[src/acu_pkg.sv]
// Package for the accumulator CPU execute unit: opcodes, register codes,
// status codes and the decoded-instruction struct. No dependencies.
`default_nettype none
package acu_pkg;

  localparam int unsigned AddrBits = 16;

  typedef enum logic [4:0] {
    OP_LODI = 5'd0, OP_LODA = 5'd1, OP_LORR = 5'd2, OP_STOA = 5'd3,
    OP_STOR = 5'd4, OP_STOI = 5'd5, OP_MOVR = 5'd6, OP_MOVA = 5'd7,
    OP_ADD  = 5'd8, OP_SUB  = 5'd9, OP_NEG  = 5'd10, OP_JMP = 5'd11,
    OP_JMPZ = 5'd12, OP_JMPN = 5'd13, OP_CALL = 5'd14, OP_RET = 5'd15,
    OP_HALT = 5'd16, OP_DUMP = 5'd17, OP_DATA = 5'd18
  } mode_t;

  localparam logic [3:0] REG_AC = 4'd4;
  localparam logic [3:0] REG_SP = 4'd5;
  localparam logic [3:0] REG_BP = 4'd6;
  localparam logic [3:0] REG_PC = 4'd7;

  localparam logic [2:0] OFS_NONE = 3'd0;
  localparam logic [2:0] OFS_PREG = 3'd1;
  localparam logic [2:0] OFS_MREG = 3'd2;
  localparam logic [2:0] OFS_PVAL = 3'd3;
  localparam logic [2:0] OFS_MVAL = 3'd4;

  localparam logic [1:0] ST_OK    = 2'd0;
  localparam logic [1:0] ST_HALT  = 2'd1;
  localparam logic [1:0] ST_ERROR = 2'd2;

  localparam logic [0:0] CFG_CODE_START  = 1'b0;
  localparam logic [0:0] CFG_STACK_START = 1'b1;

  localparam logic [15:0] CODE_START_RST  = 16'h0010;
  localparam logic [15:0] STACK_START_RST = 16'h0100;

  typedef struct packed {
    logic [4:0]  mode;
    logic [3:0]  reg_a;
    logic [3:0]  reg_b;
    logic [15:0] imm_value;
    logic [15:0] address;
    logic        indirect;
    logic        base_is_reg;
    logic [2:0]  base_reg;
    logic [2:0]  offset_kind;
    logic [2:0]  offset_reg;
    logic [15:0] offset_value;
  } instr_t;

  // Front-end classification carried with the instruction.
  typedef struct packed {
    instr_t     ins;
    logic       err;
  } decoded_t;

  typedef struct packed {
    logic [1:0]  status;
    logic [15:0] next_pc;
    logic [15:0] acc_value;
    logic [15:0] stack_value;
    logic [15:0] frame_value;
  } result_t;

endpackage
`default_nettype wire

[src/acu_front.sv]
// Front end: accepts instructions, flags static operand errors, and
// queues them in a two-entry FIFO. Depends on acu_pkg.
`default_nettype none
module acu_front (
  input  wire                    clk,
  input  wire                    rst,
  input  wire                    in_valid,
  output logic                   in_ready,
  input  acu_pkg::instr_t        in_data,
  output logic                   q_valid,
  input  wire                    q_ready,
  output acu_pkg::decoded_t      q_data
);
  acu_pkg::decoded_t fifo [2];
  logic       wptr, rptr;
  logic [1:0] count;
  acu_pkg::decoded_t dec;
  logic bad_a, bad_a_ac, bad_b_ac, gen_a, gen_b, bad_ofs;

  always_comb begin
    bad_a    = in_data.reg_a[3];
    bad_a_ac = bad_a || (in_data.reg_a == acu_pkg::REG_AC);
    bad_b_ac = in_data.reg_b[3] || (in_data.reg_b == acu_pkg::REG_AC);
    gen_a    = in_data.reg_a < 4'd4;
    gen_b    = in_data.reg_b < 4'd4;
    bad_ofs  = in_data.offset_kind > acu_pkg::OFS_MVAL;
    dec.ins  = in_data;
    unique case (in_data.mode)
      acu_pkg::OP_LODI: dec.err = bad_a_ac;
      acu_pkg::OP_LODA: dec.err = bad_a_ac || in_data.indirect;
      acu_pkg::OP_LORR: dec.err = bad_a_ac || !in_data.indirect || bad_ofs;
      acu_pkg::OP_STOA: dec.err = bad_a || in_data.indirect;
      acu_pkg::OP_STOR: dec.err = bad_a || !in_data.indirect || bad_ofs;
      acu_pkg::OP_STOI: dec.err = in_data.indirect && bad_ofs;
      acu_pkg::OP_MOVR: dec.err = bad_a || bad_b_ac;
      acu_pkg::OP_MOVA: dec.err = bad_a;
      acu_pkg::OP_ADD, acu_pkg::OP_SUB: dec.err = !gen_a || !gen_b;
      acu_pkg::OP_NEG:  dec.err = !gen_a;
      acu_pkg::OP_JMP, acu_pkg::OP_JMPZ, acu_pkg::OP_JMPN,
      acu_pkg::OP_CALL: dec.err = in_data.indirect;
      acu_pkg::OP_RET, acu_pkg::OP_HALT, acu_pkg::OP_DUMP: dec.err = 1'b0;
      default:          dec.err = 1'b1;
    endcase
  end

  assign in_ready = count != 2'd2;
  assign q_valid  = count != 2'd0;
  assign q_data   = fifo[rptr];

  always_ff @(posedge clk) begin
    if (in_valid && in_ready) begin
      fifo[wptr] <= dec;
    end
    if (rst) begin
      wptr  <= 1'b0;
      rptr  <= 1'b0;
      count <= 2'd0;
    end else begin
      if (in_valid && in_ready) wptr <= ~wptr;
      if (q_valid && q_ready)   rptr <= ~rptr;
      count <= count + 2'(in_valid && in_ready) - 2'(q_valid && q_ready);
    end
  end
endmodule
`default_nettype wire

[config.mk]
export PLATFORM = sky130hd
export DESIGN_NAME = acu_front
export DESIGN_NICKNAME = d
export VERILOG_FILES = /design/src/acu_pkg.sv /design/src/acu_front.sv
export SDC_FILE = /design/constraint.sdc
export NUM_CORES = 1
export LEC_CHECK = 0
export BUFFER_PORTS_ARGS = -buffer_cell sky130_fd_sc_hd__buf_2
export CAP_MARGIN = 20
export CORE_UTILIZATION = 47
export DETAILED_ROUTE_END_ITERATION = 7
export PLACE_DENSITY = 0.73
export SLEW_MARGIN = 10
export SYNTH_ARGS = -nofsm -noshare
export SYNTH_HDL_FRONTEND = slang
export SYNTH_SLANG_ARGS = --single-unit
[constraint.sdc]
create_clock -name clk -period 4.8 [get_ports clk]
set_input_delay 0.96 -clock clk [delete_from_list [all_inputs] [get_ports clk]]
set_output_delay 0.96 -clock clk [all_outputs]
set_load 0.01 [all_outputs]
### After elaboration in Yosys (flattened, before gate mapping)

Memory sizes are Yosys's and may differ from the RTL's. A register that Yosys moved wholly into a read port is not among the register bits.
Cells that the tools add are included.

* register bits after elaboration: 4
* memory bits (writable): 146
* input port bits: 76
* output and inout bits: 75
* logic and storage cells: 57
* memories: 1

* add/subtract/negate cells: 2
* $lt $le $gt $ge: 3
* eq/ne operators: 20
* mux-type cells: 5
* bitwise logic cells: 2
* reduce and logical (&&, ||, !) cells: 21

Memory list
* fifo: words 2, bits a word 73, read ports 1, clocked after memory_dff 1, wr ports 1, RTL line acu_front.sv:14 `acu_pkg::decoded_t fifo [2];`

Operators with widths (number)
* equality test 5 x 4 -> 1 bit (second input constant): 8
* equality test 5 x 3 -> 1 bit (second input constant): 4
* one-hot mux 1 bit (12 select lines): 1
* equality test 5 x 2 -> 1 bit (second input constant): 2
* equality test 5 bit (second input constant): 2
* logical OR 1 bit: 10
* equality test 4 x 3 -> 1 bit (second input constant): 2
* < comparator 4 x 3 -> 1 bit (second input constant): 2
* equality test 5 x 1 -> 1 bit (second input constant): 1
* zero test 5 bit: 1
* 2-to-1 mux 1 bit: 4
* OR reduction 4 bit: 1
* greater-than comparator 3 bit (second input constant): 1
* logical AND 1 bit: 3
* zero test 1 bit: 3
* OR reduction 3 bit: 1
* adder 2 x 1 -> 2 bit: 1
* != test 2 bit (second input constant): 1
* inverter 1 bit: 2
* nonzero test 2 bit: 1
* OR reduction 2 bit: 1
* subtractor 2 x 1 -> 2 bit: 1

### Depth between registers and ports, before layout

Gate-level depths: netlist of the first run.

* depth after elaboration: 5
* depth in mapped cells: 8
* depth with buffers taken out: 8

### Least setup slack after synthesis of the first run

Ideal clock, no wire load.

* path type: input to register
* start point: input in_valid
* end point: memory fifo[0][0] in the netlist's numbering, enable pin
* library setup time: 0.505 ns
* arrival: 4.101 ns
* required time: 4.295 ns
* slack: 0.194 ns
* stages: 2
* buffers on the path: 0
* cell sequence: nand2_1 nor2_1

* cells in the longest elaborated chain, start to end: 3

Ends and longest elaborated chain
* start, declared: RTL line acu_front.sv:7 `input wire in_valid,`
* logical AND 1 bit: RTL line acu_front.sv:51 `if (in_valid && in_ready) begin`
* 2-to-1 mux 1 bit: RTL line acu_front.sv:51
* 2-to-1 mux 1 bit (implied by the code): RTL line acu_front.sv:52 `fifo[wptr] <= dec;`
* end, declared: RTL line acu_front.sv:14

Every way passes these cells.

==> results of run 1 <==
synth_stat cells (all sizes together) (2+ instances only):
| cell type | instances | share of area [%] |
|---|---|---|
| buf | 8 | 0.71 |
| ha | 2 | 0.44 |
| a311oi | 2 | 0.42 |
| clkbuf | 2 | 0.13 |
| xor2 | 3 | 0.46 |
| xnor2 | 2 | 0.31 |
| nand4b | 2 | 0.31 |
| edfxtp | 146 | 77 |
| mux2 | 73 | 15 |
| nand2 | 3 | 0.20 |
| nor2 | 9 | 0.60 |
| dfxtp | 5 | 1.8 |
| inv | 2 | 0.13 |
| nand2b | 3 | 0.46 |
through the flow:
stage	hold WS, ns	setup WS (ns)	utilization, %
after floorplan	0.481	0.194	-
after global placement	0.493	1.92	56.9
after detailed placement	0.512	2.22	57.1
after CTS	0.529	1.77	63.0
after global routing	0.567	1.71	63.0
final	0.525	1.83	63.0
layer usage:
layer | up-vias | global-route usage [%]
met4 | 0 | 7.84
met1 | 1479 | 19.7
met3 | 13 | 5.77
li1 | 1434 | -
met5 | - | 0
met2 | 112 | 27.3
critical path: stages (launching register included):
cell                      delay [ns]
sky130_fd_sc_hd__dfxtp_4        0.98
sky130_fd_sc_hd__mux2_2         0.43
sky130_fd_sc_hd__buf_2          0.14
area by class of cell:
cell class	instances	area [sq um]	share of cell area (%)
Clock inverter	15	256	3.52
Timing Repair Buffer	153	793	10.9
Clock buffer	17	425	5.84
Multi-Input combinational cell	117	1140	15.6
Sequential cell	151	4490	61.6
Inverter	2	7.51	0.103
Tap cell	143	179	2.45
flip-flops by register name, indices dropped and copies added, names as in the netlist, named ones only:
signal	cells
count	2
fifo	146
rptr	1
wptr	1
worst max-delay path by stage:
stage / start / end / slack (ns)
6_report: flip-flop / q_data[41] / 1.83
5_1_grt: flip-flop / q_data[43] / 1.71
4_1_cts: flip-flop / q_data[70] / 1.77
3_5_place_dp: flip-flop / q_data[70] / 2.22
3_3_place_gp: in_valid / fifo[0][29] / 1.92
2_1_floorplan: in_valid / fifo[0][0] / 0.19
power breakdown:
part           switching, mW  internal [mW]  leakage, nW  total [mW]
clock                  0.488           1.02        0.328        1.51
sequential             0.118           1.68         1.41        1.79
combinational          0.390          0.379         1.01       0.770
logic make-up after synthesis:
| group | Yosys count |
|---|---|
| multiplexers | 73 |
| XOR/XNOR | 5 |
| flip-flops | 151 |
| buffers and inverters | 12 |
| adder cells (fa/ha/maj) | 2 |
| AND/OR/NAND/NOR | 26 |
| AO/OA/AOI/OAI | 11 |
==> results by group, run 1 <==
Worst hold path
  • Startpoint of the lowest-slack hold path: rptr
  • Endpoint of the worst hold-timing path: rptr
  • Hold crit path type: reg -> reg
  • Depth of the worst hold-timing path: 2

CTS
  • CTS tree: done
  • Maximum count of clock buffers along a single path: 2
  • Clock slew at reported path FFs: 0.06 ns
  • Worst skew pair latency: 0.42 ns
  • Root buffer cell: sky130_fd_sc_hd__clkbuf_16
  • # resized after CTS: 0
  • Number of clock sinks: 151
  • Post-CTS Hold Buffers: 0
  • Number of setup buffers added after CTS: 0
  • H-tree lvl count: 4
  • Number of clock buffers inserted by TritonCTS: 17

Synthesis
  • Number of synthesized flops with an enable pin: 146
  • Multiplexer area fraction after synthesis: 14.5%
  • Sequential-to-total area share from yosys stat: 79.1%
  • Compound-gate portion of the synthesized area: 1.61%
  • Number of flip-flops and latches in the synthesized netlist: 151
  • Synthesized cell area: 0.00567 sq mm
  • Average instance area after synthesis: 20.2 sq um
  • Post-Syn Instances: 280
  • Most common flop cell mapped by yosys: sky130_fd_sc_hd__edfxtp_1
  • Synth Warn #: 0
  • Post-Synth Simple-Gate Area: 2.56%
  • Synth async-reset ratio: 0%
  • Adder-Cell Fraction of Synth Area: 0.442%
  • Main combinational cell family by area after synthesis: multiplexers
  • Xor/xnor share of the synthesized area: 0.773%
  • Distinct cells, synth: 35
  • Post-synth net total: 358

Placement
  • DP Wirelength: 6300 um
  • Port Buf Inserts: 150
  • Number of placed cells counting well taps: 566
  • Final weighted congestion of routability-driven global placement: 0.734
  • Area of placed instances: 0.00661 sq mm

STA
  • Hold Fails Final Rpt: 0
  • Fin. max-slew vios: 0
  • Worst clock skew: 0.00757 ns
  • Highest clock frequency the design can meet: 0.336 GHz
  • Total negative slack for setup checks: 0 ns
  • Relative max-transition margin: 31.5%
  • Unrepaired setup endpoints after global routing: false
  • Final Setup Violations: 0
  • Post-route minimum period: 2.97 ns
  • Final critical-path share of the clock period: 61.9%
  • Tightest Pin Transition: 1.03 ns

Drt
  • Post-detailed-route count of antenna-violating nets: 0
  • DRT Wirelength: 9890 um
  • Metal3 WL: 773 um
  • Detailed router's first-iteration violation count: 156
  • Average vias per placed instance: 5.08
  • WL met1: 4030 um
  • Drt drc: 12
  • Routed length on met2: 4920 um
  • Uppermost layer routed: met4
  • Iteration count of the initial detailed-routing pass: 6
  • Total number of vias: 3038
  • Wire per inst: 16.5 um

Status
  • Failing checks: design-rule violations
  • Outcome: complete, but fails checks

Die
  • Initial Util: 49.0%
  • Die footprint: 0.0125 sq mm
  • Chip Width: 112 um
  • Area of the core region: 0.0116 sq mm
  • Number of top-level design ports: 151
  • Cell Rows: 39
  • Die H: 112 um

Cells and area
  • Fillers: 851
  • Most common cell after layout, fill and taps aside: sky130_fd_sc_hd__buf_2
  • Design area: 0.00729 sq mm
  • Diodes inserted: 0
  • Nets: 520
  • Cell Count, Final, Fillers Out: 598
  • Layout cells sized above 1: 51.4%
  • Commonest cells after routing, fill and taps aside: sky130_fd_sc_hd__buf_2 (150), sky130_fd_sc_hd__edfxtp_1 (146), sky130_fd_sc_hd__mux2_2 (46)
  • Growth of design area from synthesis to finish: 28.6%

Power
  • Peak VDD IR: 311 uV
  • Total power density per cell area: 559 mW/mm^2
  • Lkg Pwr: 2.75 nW
  • Power, Total: 4.07 mW

Global route
  • Via count of the first global-routing pass: 3098
  • Global-route wire length before repair: 15300 um
  • Pin count of the biggest net entering global routing: 74
  • Total congestion overflow: 0
  • Combined global-route utilization of all metal layers: 16.6%
  • Antenna violations before repair: 0

Critical path
  • Nature of the critical path endpoint: output pin
  • Arrival time at the worst endpoint: 2.01 ns
  • Kind of start point of the critical path: flip-flop
  • Required time at the endpoint of the critical path: 3.84 ns
  • Reg2Reg Setup Slack: 2.81 ns
  • Worst reg2reg endpoint: fifo[0][19]
  • Depth of the worst register-to-register path: 5
  • Maximum net fanout on the critical path: 73
  • Crit Path Category: reg -> out
  • Origin of the critical flop-to-flop path: count[0]

Flow run
  • Maximum Capacitance Violations: 0
Note: power is estimated with default switching activity, not from simulation.
==> run 2, diff against run 1 <==
--- a/config.mk
+++ b/config.mk
@@ -7,9 +7,9 @@
 export LEC_CHECK = 0
 export BUFFER_PORTS_ARGS = -buffer_cell sky130_fd_sc_hd__buf_2
 export CAP_MARGIN = 20
-export CORE_UTILIZATION = 47
+export CORE_UTILIZATION = 52
 export DETAILED_ROUTE_END_ITERATION = 7
-export PLACE_DENSITY = 0.73
+export PLACE_DENSITY = 0.77
 export SLEW_MARGIN = 10
 export SYNTH_ARGS = -nofsm -noshare
 export SYNTH_HDL_FRONTEND = slang
==> constraint.sdc (replaced) <==
create_clock -name clk -period 3 [get_ports clk]
set_input_delay 0.6 -clock clk [delete_from_list [all_inputs] [get_ports clk]]
set_output_delay 0.6 -clock clk [all_outputs]
set_load 0.01 [all_outputs]
==> results by group, run 2 (synthesized netlist as in run 1, its figures left out) <==
Placement
  • Port Buf Inserts: 150
  • Area of placed instances: 0.00666 sq mm
  • DP Wirelength: 6770 um
  • Worst Setup Slack post-DPL: 0.951 ns
  • Number of placed cells counting well taps: 563
  • Final weighted congestion of routability-driven global placement: 0.767

CTS
  • # resized after CTS: 0
  • Number of clock buffers inserted by TritonCTS: 17
  • Maximum count of clock buffers along a single path: 2
  • Number of setup buffers added after CTS: 0
  • Clock slew at reported path FFs: 0.06 ns
  • Worst skew pair latency: 0.52 ns
  • CTS tree: done
  • Number of clock sinks: 151
  • Post-CTS Hold Buffers: 0
  • Root buffer cell: sky130_fd_sc_hd__clkbuf_8
  • H-tree lvl count: 4

STA
  • Post-route worst setup slack: 0.478 ns
  • Relative max-transition margin: 66.5%
  • Hold Fails Final Rpt: 0
  • Post-route minimum period: 2.52 ns
  • Total negative slack for setup checks: 0 ns
  • Fin. max-slew vios: 0
  • Final critical-path share of the clock period: 84.1%
  • Tightest Pin Transition: 0.501 ns
  • Worst clock skew: 0.00924 ns
  • Final Setup Violations: 0
  • Unrepaired setup endpoints after global routing: false
  • Highest clock frequency the design can meet: 0.396 GHz

Drt
  • DRT Wirelength: 10300 um
  • Average vias per placed instance: 5.16
  • Drt drc: 0
  • Wire per inst: 17.4 um
  • Iteration count of the initial detailed-routing pass: 4
  • Total number of vias: 3071
  • Detailed router's first-iteration violation count: 117
  • Post-detailed-route count of antenna-violating nets: 0

Global route
  • Antenna violations before repair: 0
  • Pin count of the biggest net entering global routing: 48
  • Via count of the first global-routing pass: 3149
  • Total congestion overflow: 0
  • Global-route wire length before repair: 16000 um
  • Combined global-route utilization of all metal layers: 19.5%

Cells and area
  • Growth of design area from synthesis to finish: 28.3%
  • Design area: 0.00727 sq mm
  • Reg with most FFs: fifo
  • Most common cell after layout, fill and taps aside: sky130_fd_sc_hd__buf_2
  • Diodes inserted: 0
  • Nets: 524
  • Largest regs: fifo (146), count (2)
  • Cell Count, Final, Fillers Out: 595
  • Commonest cells after routing, fill and taps aside: sky130_fd_sc_hd__buf_2 (150), sky130_fd_sc_hd__edfxtp_1 (146), sky130_fd_sc_hd__mux2_2 (46)
  • Layout cells sized above 1: 51.6%
  • Fillers: 728
  • Max FFs per register: 146

Die
  • Cell Rows: 37
  • Chip Width: 106 um
  • Number of top-level design ports: 151
  • Die footprint: 0.0113 sq mm
  • Die H: 106 um
  • Initial Util: 54.2%
  • Area of the core region: 0.0105 sq mm

Power
  • Peak VDD IR: 484 uV
  • Total power density per cell area: 869 mW/mm^2
  • Lkg Pwr: 2.73 nW

Critical path
  • Reg2Reg Setup Slack: 1.24 ns
  • Maximum net fanout on the critical path: 25
  • Nature of the critical path endpoint: output pin
  • Kind of start point of the critical path: flip-flop
  • Arrival time at the worst endpoint: 1.92 ns
  • Crit Path Category: reg -> out
  • Required time at the endpoint of the critical path: 2.40 ns

Flow run
  • Maximum Capacitance Violations: 0

Status
  • Outcome: finished, final reports clean

Worst hold path
  • Hold crit path type: in -> reg
## run 2: layer usage
metal | global-route usage (%) | share of wire, % | vias to the layer above | routed length, um
met2 | 31.4 | 51 | 109 | 5290
met3 | 7.66 | 6.9 | 8 | 713
li1 | - | - | 1436 | -
met4 | 7.04 | 1.0 | 0 | 106
met5 | 0 | 0 | - | 0
met1 | 24.1 | 41 | 1518 | 4240
## run 2: power breakdown
group | internal (mW) | leakage (nW) | total, mW | switching [mW]
Sequential | 2.68 | 1.41 | 2.80 | 0.118
Clock | 1.37 | 0.285 | 2.16 | 0.788
Combinational | 0.644 | 1.04 | 1.36 | 0.716
## run 2: metrics by stage
stage | total power, mW | hold WS, ns | util [%]
after floorplan | 3.63 | 0.481 | -
after global placement | 4.17 | 0.496 | 63.6
after detailed placement | 4.21 | 0.513 | 63.6
after CTS | 6.39 | 0.234 | 69.5
after global routing | 6.60 | 0.224 | 69.5
final | 6.31 | 0.263 | 69.5
## run 2: cell type report
| type | instances | area, sq um | share of cell area (%) |
|---|---|---|---|
| Clock inverter | 12 | 176 | 2.43 |
| Clock buffer | 20 | 435 | 5.99 |
| Sequential cell | 151 | 4490 | 61.7 |
| Tap cell | 136 | 170 | 2.34 |
| Timing Repair Buffer | 157 | 853 | 11.7 |
| Multi-Input combinational cell | 117 | 1140 | 15.7 |
| Inverter | 2 | 7.51 | 0.103 |
## run 2: final timing paths
| kind | start | to | depth (start not counted) |
|---|---|---|---|
| worst min-delay path | in_data[25] | fifo[0][26] | 1 |
| worst max-delay path | flip-flop | q_data[68] | 3 |
| worst max register to register | count[1] | count[1] | 8 |
| worst min register to register | rptr | flip-flop | 2 |
## run 2: worst max-delay path, cell delays in order, from the launching register on
cell and delay [ns]:
sky130_fd_sc_hd__dfxtp_4 0.59, sky130_fd_sc_hd__buf_4 0.29, sky130_fd_sc_hd__mux2_2 0.36, sky130_fd_sc_hd__buf_2 0.15
==> run 3, diff against run 2 <==
--- a/config.mk
+++ b/config.mk
@@ -5,11 +5,12 @@
 export SDC_FILE = /design/constraint.sdc
 export NUM_CORES = 1
 export LEC_CHECK = 0
+export ABC_AREA = 1
 export BUFFER_PORTS_ARGS = -buffer_cell sky130_fd_sc_hd__buf_2
 export CAP_MARGIN = 20
-export CORE_UTILIZATION = 52
+export CORE_UTILIZATION = 47
 export DETAILED_ROUTE_END_ITERATION = 7
-export PLACE_DENSITY = 0.77
+export PLACE_DENSITY = 0.73
 export SLEW_MARGIN = 10
 export SYNTH_ARGS = -nofsm -noshare
 export SYNTH_HDL_FRONTEND = slang
==> constraint.sdc (replaced) <==
create_clock -name clk -period 2.05 [get_ports clk]
set_input_delay 0.41 -clock clk [delete_from_list [all_inputs] [get_ports clk]]
set_output_delay 0.41 -clock clk [all_outputs]
set_load 0.01 [all_outputs]
==> results by group, run 3 <==
Drt
  • WL met1: 4230 um
  • Average vias per placed instance: 4.95
  • Routed length on met2: 5300 um
  • DRT Wirelength: 10500 um
  • Drt drc: 0
  • Post-detailed-route count of antenna-violating nets: 0
  • Uppermost layer routed: met4
  • Detailed router's first-iteration violation count: 207
  • Wire per inst: 15.5 um
  • Metal3 WL: 756 um
  • Total number of vias: 3355
  • Iteration count of the initial detailed-routing pass: 4

Die
  • Cell Rows: 40
  • Area of the core region: 0.0121 sq mm
  • Chip Width: 114 um
  • Initial Util: 48.6%
  • Die H: 114 um
  • Number of top-level design ports: 151
  • Die footprint: 0.0129 sq mm

Placement
  • DP Wirelength: 6690 um
  • Final weighted congestion of routability-driven global placement: 0.782
  • Worst Setup Slack post-DPL: 0.370 ns
  • Area of placed instances: 0.00685 sq mm
  • Port Buf Inserts: 150

Cells and area
  • Commonest cells after routing, fill and taps aside: sky130_fd_sc_hd__buf_2 (150), sky130_fd_sc_hd__edfxtp_1 (146), sky130_fd_sc_hd__mux2_2 (73)
  • Reg with most FFs: fifo
  • Layout cells sized above 1: 52.7%
  • Growth of design area from synthesis to finish: 26.2%
  • Diodes inserted: 0
  • Most common cell after layout, fill and taps aside: sky130_fd_sc_hd__buf_2
  • Design area: 0.00739 sq mm
  • Nets: 576
  • Fillers: 922
  • Max FFs per register: 146
  • Largest regs: fifo (146), count (2)

Critical path
  • Worst reg2reg endpoint: count[1]
  • Kind of start point of the critical path: flip-flop
  • Worst path slowest cell: sky130_fd_sc_hd__dfxtp_4
  • Cells along the critical path: buf_12 -> mux2_2 -> buf_2
  • Depth of the worst register-to-register path: 10
  • Reg2Reg Setup Slack: 0.38 ns
  • Arrival time at the worst endpoint: 1.57 ns
  • Crit Path Category: reg -> out
  • CP max stage delay: 0.38 ns
  • Nature of the critical path endpoint: output pin
  • Maximum net fanout on the critical path: 40
  • Capturing instance or port of the critical path: q_data[8]
  • Required time at the endpoint of the critical path: 1.64 ns
  • Origin of the critical flop-to-flop path: count[1]

Synthesis
  • Yosys top cell by area: sky130_fd_sc_hd__edfxtp_1
  • Distinct cells, synth: 24
  • Portion of synthesized cell area occupied by the leading cell type: 74.8%
  • Most area-consuming cells after synthesis: sky130_fd_sc_hd__edfxtp_1 (75%), sky130_fd_sc_hd__mux2_2 (14%), sky130_fd_sc_hd__nand2_1 (1.9%)
  • Average instance area after synthesis: 17.6 sq um
  • Synth async-reset ratio: 0%
  • Most common flop cell mapped by yosys: sky130_fd_sc_hd__edfxtp_1
  • Sequential-to-total area share from yosys stat: 76.5%
  • Post-synth net total: 411
  • Synthesized cell area: 0.00586 sq mm
  • Number of flip-flops and latches in the synthesized netlist: 151
  • Most instantiated library cell after synthesis: sky130_fd_sc_hd__edfxtp_1
  • Number of synthesized flops with an enable pin: 146
  • Ranking of synthesized cells by instance count: sky130_fd_sc_hd__edfxtp_1 (146), sky130_fd_sc_hd__mux2_2 (73), sky130_fd_sc_hd__nand2_1 (29)
  • Post-Syn Instances: 333
  • Synth Warn #: 0

Global route
  • Global-route wire length before repair: 16500 um
  • Antenna violations before repair: 0
  • Via count of the first global-routing pass: 3313
  • Pin count of the biggest net entering global routing: 75
  • Combined global-route utilization of all metal layers: 17.3%
  • Total congestion overflow: 0

STA
  • Fin. max-slew vios: 0
  • Final Setup Violations: 0
  • Relative max-transition margin: 71.8%
  • Post-route minimum period: 1.98 ns
  • Total negative slack for setup checks: 0 ns
  • Post-route worst setup slack: 0.0660 ns
  • Tightest Pin Transition: 0.423 ns
  • Unrepaired setup endpoints after global routing: false
  • Final critical-path share of the clock period: 96.8%
  • Highest clock frequency the design can meet: 0.504 GHz
  • Worst clock skew: 0.00892 ns
  • Hold Fails Final Rpt: 0

CTS
  • Number of setup buffers added after CTS: 0
  • Post-CTS Hold Buffers: 0
  • H-tree lvl count: 4
  • Worst skew pair latency: 0.41 ns
  • # resized after CTS: 0
  • Number of clock sinks: 151
  • Root buffer cell: sky130_fd_sc_hd__clkbuf_16
  • Clock slew at reported path FFs: 0.06 ns
  • CTS tree: done
  • Number of clock buffers inserted by TritonCTS: 17
  • Maximum count of clock buffers along a single path: 2

Power
  • Peak VDD IR: 604 uV
  • Total power density per cell area: 1220 mW/mm^2
  • Lkg Pwr: 2.86 nW

Status
  • Outcome: finished, final reports clean

Flow run
  • Maximum Capacitance Violations: 0

Worst hold path
  • Hold crit path type: in -> reg
-- run 3: cell count changes in the layout (fill, tap and decap cells not counted), sizes merged, moves of 3 or more --
cell / change
a21oi: +3
buf: -3
clkinv: +6
clkinvlp: -3
inv: +17
nand2: +30
nand2b: -3
nand3: +9
nor2: +11
o21ai: +3
xor2: -3
-- run 3: metrics by stage --
step                      hold slack [ns]  utilization [%]  std cells  total power [mW]
after floorplan                     0.454                -        333              5.45
after global placement              0.477             56.8        647              6.17
after detailed placement            0.484             56.8        647              6.23
after CTS                           0.164             61.3        678              9.08
after global routing                0.165             61.3        678              9.38
final                               0.182             61.3        678              8.99
-- run 3: power by group --
group	total [mW]	switching, mW	internal, mW
clock	2.86	1.11	1.76
combinational	2.08	1.13	0.955
sequential	4.05	0.115	3.94
total	8.99	2.35	6.65
-- run 3: worst max-delay path: cells and delay by family (launching register included) --
family	cells	cell delay [ns]
flops	1	0.38
buf+inv	2	0.38
mux	1	0.37
-- run 3: final cells by class --
type	count	area (sq um)	share of cell area [%]
Clock buffer	19	433	5.86
Tap cell	168	210	2.84
Sequential cell	151	4490	60.7
Timing Repair Buffer	154	831	11.2
Multi-Input combinational cell	154	1240	16.8
Inverter	20	75.1	1.02
Clock inverter	12	111	1.51
-- run 3: kinds of logic after synthesis --
logic type / count (synthesis) / share of synthesized area [%]
compound gates: 9 / 0.918
xor+xnor: 1 / 0.150
fa+ha+maj: 2 / 0.427
buf+inv: 28 / 2.75
flops: 151 / 76.5
mux: 73 / 14.0
simple gates: 69 / 5.19
-- run 3: worst min-delay path by stage --
stage	startpoint	endpoint	slack (ns)	cells after the start
final	in_data[24]	fifo[1][25]	0.18	1
after global routing	in_data[24]	fifo[1][25]	0.16	1
after global placement	rptr	rptr	0.48	2
after detailed placement	rptr	rptr	0.48	2
after floorplan	rptr	flip-flop	0.45	2
after CTS	in_data[40]	fifo[1][41]	0.16	1
-- run 3: per-layer routing --
metal / vias to the layer above / track usage, %
li1: 1574 / -
met1: 1639 / 19.6
met2: 130 / 29.8
met3: 12 / 5.63
met4: 0 / 7.98
met5: - / 0
